File: src/hw/rtl/cfs_pkg.sv
// shared constants, types and register codes of the 3x3 convolution filter
`default_nettype none

package cfs_pkg;

  // sizing
  localparam int MAX_SIDE   = 1024;
  localparam int PIXEL_BITS = 8;
  localparam int ADDR_BITS  = $clog2(MAX_SIDE);
  localparam int SIDE_BITS  = 11;
  localparam int CMP_BITS   = (SIDE_BITS > ADDR_BITS + 1) ? SIDE_BITS : ADDR_BITS + 1;
  localparam int POS_BITS   = 10;
  localparam int OUT_BITS   = 16;
  localparam int TAP_BITS   = 7;
  localparam int NUM_TAPS   = 9;
  localparam int TAPS_BITS  = TAP_BITS * NUM_TAPS;
  localparam int CFG_IDX_BITS = 1;

  // configuration defaults
  localparam logic [SIDE_BITS-1:0] SIDE_RESET = SIDE_BITS'(5);
  localparam int MIN_SIDE = 3;

  // register indexes
  localparam logic [CFG_IDX_BITS-1:0] CFG_IMAGE_SIDE  = 1'b0;
  localparam logic [CFG_IDX_BITS-1:0] CFG_KERNEL_TAPS = 1'b1;

  // arithmetic widths
  localparam int PROD_BITS  = PIXEL_BITS + TAP_BITS + 1;
  localparam int SUM_BITS   = PROD_BITS + 4;
  localparam int ABS_BITS   = PIXEL_BITS + 10;
  localparam int DIV_SHIFT  = ABS_BITS + 3;
  localparam int MUL_BITS   = DIV_SHIFT - 2;
  localparam int QUO_BITS   = ABS_BITS - 2;
  localparam int CLAMP_BITS = (QUO_BITS + 1 > OUT_BITS + 1) ? QUO_BITS + 1 : OUT_BITS + 1;

  // reciprocal of 7, exact for every magnitude below 2**ABS_BITS
  localparam logic [MUL_BITS-1:0] DIV7_MUL =
    MUL_BITS'(((64'd1 << DIV_SHIFT) + 64'd6) / 64'd7);

  typedef logic [PIXEL_BITS-1:0] pix_t;
  typedef logic [NUM_TAPS-1:0][PIXEL_BITS-1:0] window_t;

  // position tags that travel with one result
  typedef struct packed {
    logic [POS_BITS-1:0] row;
    logic [POS_BITS-1:0] col;
    logic                last;
  } meta_t;

endpackage

`default_nettype wire

File: src/hw/rtl/cfs_mac.sv
// tap products, window sum, divide by seven and result register
`default_nettype none

module cfs_mac (
  input  logic                          clk,
  input  logic                          rst_n,
  input  logic                          adv,
  input  logic                          win_valid,
  input  cfs_pkg::window_t              win_pixels,
  input  cfs_pkg::meta_t                win_meta,
  input  logic [cfs_pkg::TAPS_BITS-1:0] taps,
  output logic                          res_valid,
  output logic signed [cfs_pkg::OUT_BITS-1:0] res_value,
  output cfs_pkg::meta_t                res_meta
);

  localparam int PB = cfs_pkg::PROD_BITS;
  localparam int SB = cfs_pkg::SUM_BITS;
  localparam int AB = cfs_pkg::ABS_BITS;
  localparam int QB = cfs_pkg::QUO_BITS;
  localparam int KB = cfs_pkg::CLAMP_BITS;
  localparam logic signed [KB-1:0] SAT_HI = KB'((2 ** (cfs_pkg::OUT_BITS - 1)) - 1);
  localparam logic signed [KB-1:0] SAT_LO = -SAT_HI - 1'b1;

  // stage a: products
  logic                 a_valid_r;
  logic signed [PB-1:0] prod_r [cfs_pkg::NUM_TAPS];
  logic signed [PB-1:0] prod_nxt [cfs_pkg::NUM_TAPS];
  cfs_pkg::meta_t       a_meta_r;

  // stage b: magnitude and sign of the sum
  logic                 b_valid_r, b_neg_r;
  logic [AB-1:0]        b_abs_r;
  cfs_pkg::meta_t       b_meta_r;
  logic signed [SB-1:0] sum;
  logic [SB-1:0]        mag;

  // stage c: quotient magnitude
  logic                 c_valid_r, c_neg_r;
  logic [QB-1:0]        c_quo_r;
  cfs_pkg::meta_t       c_meta_r;
  logic [AB+cfs_pkg::MUL_BITS-1:0] full;

  // result
  logic signed [KB-1:0] sval;
  logic signed [cfs_pkg::OUT_BITS-1:0] val_nxt;
  logic                 res_valid_r;
  logic signed [cfs_pkg::OUT_BITS-1:0] res_value_r;
  cfs_pkg::meta_t       res_meta_r;

  // nine signed products
  always_comb begin
    for (int t = 0; t < cfs_pkg::NUM_TAPS; t++) begin
      prod_nxt[t] = PB'($signed({1'b0, win_pixels[t]})) *
                    PB'($signed(taps[cfs_pkg::TAP_BITS*t +: cfs_pkg::TAP_BITS]));
    end
  end

  // sum and magnitude
  always_comb begin
    sum = '0;
    for (int t = 0; t < cfs_pkg::NUM_TAPS; t++) begin
      sum = sum + SB'(prod_r[t]);
    end
    mag = sum[SB-1] ? SB'(-sum) : SB'(sum);
  end

  // reciprocal multiply
  assign full = b_abs_r * cfs_pkg::DIV7_MUL;

  // restore sign and saturate
  always_comb begin
    sval = c_neg_r ? -KB'({1'b0, c_quo_r}) : KB'({1'b0, c_quo_r});
    if (sval > SAT_HI) begin
      val_nxt = cfs_pkg::OUT_BITS'(SAT_HI);
    end else if (sval < SAT_LO) begin
      val_nxt = cfs_pkg::OUT_BITS'(SAT_LO);
    end else begin
      val_nxt = cfs_pkg::OUT_BITS'(sval);
    end
  end

  // stage valids
  always_ff @(posedge clk) begin
    if (!rst_n) begin
      a_valid_r   <= 1'b0;
      b_valid_r   <= 1'b0;
      c_valid_r   <= 1'b0;
      res_valid_r <= 1'b0;
    end else if (adv) begin
      a_valid_r   <= win_valid;
      b_valid_r   <= a_valid_r;
      c_valid_r   <= b_valid_r;
      res_valid_r <= c_valid_r;
    end
  end

  // stage payloads
  always_ff @(posedge clk) begin
    if (adv) begin
      prod_r      <= prod_nxt;
      a_meta_r    <= win_meta;
      b_abs_r     <= mag[AB-1:0];
      b_neg_r     <= sum[SB-1];
      b_meta_r    <= a_meta_r;
      c_quo_r     <= full[cfs_pkg::DIV_SHIFT +: QB];
      c_neg_r     <= b_neg_r;
      c_meta_r    <= b_meta_r;
      res_value_r <= val_nxt;
      res_meta_r  <= c_meta_r;
    end
  end

  assign res_valid = res_valid_r;
  assign res_value = res_value_r;
  assign res_meta  = res_meta_r;

endmodule

`default_nettype wire

File: config.mk
export PLATFORM = sky130hd
export DESIGN_NAME = cfs_mac
export DESIGN_NICKNAME = d
export VERILOG_FILES = /design/src/hw/rtl/cfs_pkg.sv /design/src/hw/rtl/cfs_mac.sv
export SDC_FILE = /design/constraint.sdc
export NUM_CORES = 2
export LEC_CHECK = 0
export ABC_CLOCK_PERIOD_IN_PS = 5500
export BUFFER_PORTS_ARGS = -buffer_cell sky130_fd_sc_hd__buf_2
export CAP_MARGIN = 15
export CORE_MARGIN = 2
export CORE_UTILIZATION = 34
export DETAILED_ROUTE_END_ITERATION = 10
export MAX_ROUTING_LAYER = met4
export PLACE_DENSITY_LB_ADDON = 0.3
export SLEW_MARGIN = 20
export SYNTH_ARGS = -nofsm -noshare
export SYNTH_HDL_FRONTEND = slang
export SYNTH_SLANG_ARGS = --single-unit
File: constraint.sdc
create_clock -name clk -period 5.5 [get_ports clk]
set_clock_uncertainty 0.15 [all_clocks]
set_input_delay 0.275 -clock clk [delete_from_list [all_inputs] [get_ports clk]]
set_output_delay 0.275 -clock clk [all_outputs]
set_load 0.02 [all_outputs]
==> out/results.ini <==
[grt]
grt_first_pass_wirelength_um=122000
grt.overflow.total=0
grt_pass1_vias=22900
track_usage_pct=15.5
antenna_found_initial=10
grt_max_degree=121

[die]
core_area_um2=98300
dieArea_um2=102000
ios=198
die_x_um=319
initial_utilization_pct=34.3
rows=115
die_h_um=319

[min_path]
min_path_cells=2
min_from=win_pixels[56]
holdPathEnd=prod_r[16]
hold_path_class=input port to register

[routing]
viasPerCell=4.56
drcViolationCount=0
totalWireLength_um=74000
drtIter0Drc=860
ant_nets=0
wire_per_inst_um=15.6
vias=21600
first_pass_iters=4

[critical_path]
reg2reg_from=prod_r[52]
crit_slowest_cell=fa_1
r2r_cells=16
crit_top_cell=fa_1
crit_type=register to register
cpLargestDelayFamily=adder cells
r2r-end=b_abs_r[17]
slowest_delay_ps=550
start_kind=register
path_max_fanout=3
path_buf_inv=2
crit_arrival_ps=5640
cp.required_ps=5640
cp_cell_sequence=fa_1 > fa_1 > fa_1 > inv_1 > fa_1 > inv_1 > ha_1 > nor2b_4 > o2111ai_4 > a31oi_4 > a211o_1 > a2111oi_4 > or4b_4 > nor3b_4 > a31oi_1 > xor2_1
r2r_setup_slack_ps=-9
end_kind=register

[synthesis]
ys.warnings.count=0
ys_types=61
synth_area_per_cell_um2=10.8
synth-edff-count=280
synth_seq_area_share_pct=25.2
synth_nets=4240
synthFlopType=edfxtp_1
syn_area_um2=33700
async_reset_ff_share_pct=0
ys_seq_elements=284
synth_cells=3108

[cts]
cts_max_path_buffers=3
htree_levels=2
cts_tree=yes
insertion_delay_ps=540
cts_sinks=284
cts_made_buffers=34
root_buffer=clkbuf_16
clkTransAtPathRegs_ps=60

[placed_design]
place.detailed.hpwl_um=62500
dp_slack_ps=-238
place.gp.congestion=0.841
io_buffers=197

[timing]
finalCritPeriodShare_pct=100
max_freq_ghz=0.182
timing_worst_slew_pin_value_ps=939
finalHoldViolations=0
fin_ws_ps=-8.64
rsz0062_at_grt=yes
setup_viol=1
relSlewSlack_pct=37.4
finalCriticalPeriod_ps=5510
slew_viol_final=0

[cells_and_area]
syn2layout_area_growth_pct=14.1
final_cell_mix=inv_1, ha_1, fa_1
layout_commonest_cell=inv_1
seqCellArea_um2=8490
multiInputGateArea_um2=22800
drive_gt1_share_pct=10.9
fin_nets=4555
fill_cells=9602

[flow_run]
maxCapViolations=0

[run_status]
violations=negative setup slack
status=finished with violations

==> timing repair <==
action,CTS,global route
buffers inserted,5,3
hold buffers,27,0
pin swaps,16,34
endpoints found under the setup margin,9,22
endpoints found under the hold margin,27,0
gates cloned,0,0
resized for setup,12,28
==> layer usage <==
metal | share of wire [%] | routed length [um] | GRT usage (%) | vias up
li1 | - | - | - | 10600
met1 | 46 | 33800 | 19.8 | 10700
met3 | 2.5 | 1870 | 1.58 | 89
met4 | 2.9 | 2170 | 4.62 | 0
met5 | 0 | 0 | - | -
met2 | 49 | 36200 | 26.0 | 239
==> state kept, by name, summed over array words and instances (netlist names) <==
signal     cells
res_meta      21
res_valid      1
c_meta_r      21
b_valid_r      1
b_meta_r      21
a_valid_r      1
c_valid_r      1
b_abs_r       18
a_meta_r      21
b_neg_r        1
res_value     16
c_neg_r        1
prod_r       144
c_quo_r       16
==> through the flow <==
step / hold slack (ps) / utilization (%) / TNS [ps] / instances / instance area [um2]
2_1_floorplan: 224 / - / 0 / 3108 / 33700
3_3_place_gp: 250 / 37.3 / -598 / 4640 / 36700
3_5_place_dp: 255 / 37.3 / -838 / 4640 / 36700
4_1_cts: 18.9 / 38.9 / -101 / 4732 / 38200
5_1_grt: 53.4 / 39.1 / -475 / 4738 / 38400
6_report: 48.4 / 39.1 / -8.64 / 4739 / 38400
==> final cells by class <==
| type | count | area share (%) |
|---|---|---|
| Sequential cell | 284 | 22.1 |
| Clock inverter | 24 | 0.905 |
| Inverter | 683 | 6.68 |
| Clock buffer | 36 | 2.26 |
| Multi-Input combinational cell | 2135 | 59.3 |
| Timing Repair Buffer | 285 | 4.54 |
| Antenna cell | 5 | 0.0326 |
| Tap cell | 1287 | 4.19 |
==> cell usage after synthesis, types with 12 or more instances <==
| master | instances | area, um2 |
|---|---|---|
| fa_1 | 446 | 8930 |
| nand2b_1 | 54 | 338 |
| xnor2_1 | 112 | 981 |
| o311a_1 | 13 | 130 |
| nor2_1 | 67 | 251 |
| o21a_1 | 31 | 233 |
| edfxtp_1 | 280 | 8410 |
| nor3_1 | 32 | 160 |
| and2_1 | 245 | 1530 |
| inv_1 | 683 | 2560 |
| o21bai_1 | 12 | 90.1 |
| a21oi_1 | 76 | 380 |
| xor2_1 | 40 | 350 |
| o21ai_0 | 52 | 260 |
| a21o_1 | 33 | 248 |
| or3_1 | 17 | 106 |
| nor2b_1 | 36 | 225 |
| ha_1 | 526 | 6580 |
| nand2_1 | 221 | 830 |
| or2_2 | 20 | 125 |
==> logic make-up after synthesis <==
family	share of synthesized area (%)
xor+xnor	3.95
compound gates	5.29
flops	25.2
fa+ha+maj	46.2
buf+inv	7.69
simple gates	11.5
mux	0.149
==> worst reg2reg max path, stage by stage (launching register included) <==
cell	delay, ps
edfxtp_1	390
fa_1	510
fa_1	530
fa_1	550
inv_1	60
fa_1	540
inv_1	50
ha_1	300
nor2b_4	140
o2111ai_4	210
a31oi_4	150
a211o_1	370
a2111oi_4	310
or4b_4	520
nor3b_4	200
a31oi_1	120
xor2_1	160
==> how the worst max path moves through the flow <==
stage / to / slack [ps] / depth (start not counted) / start
6_report: b_abs_r[17] / -9 / 16 / prod_r[52]
2_1_floorplan: b_abs_r[17] / 20 / 18 / prod_r[2]
4_1_cts: b_abs_r[17] / -90 / 18 / prod_r[130]
3_3_place_gp: b_abs_r[17] / -210 / 20 / prod_r[2]
5_1_grt: b_abs_r[17] / -260 / 20 / prod_r[98]
3_5_place_dp: b_abs_r[17] / -240 / 20 / prod_r[2]
Power is not shown: default switching activity piles up to over one toggle a cycle in this logic, so the estimate is an artifact.
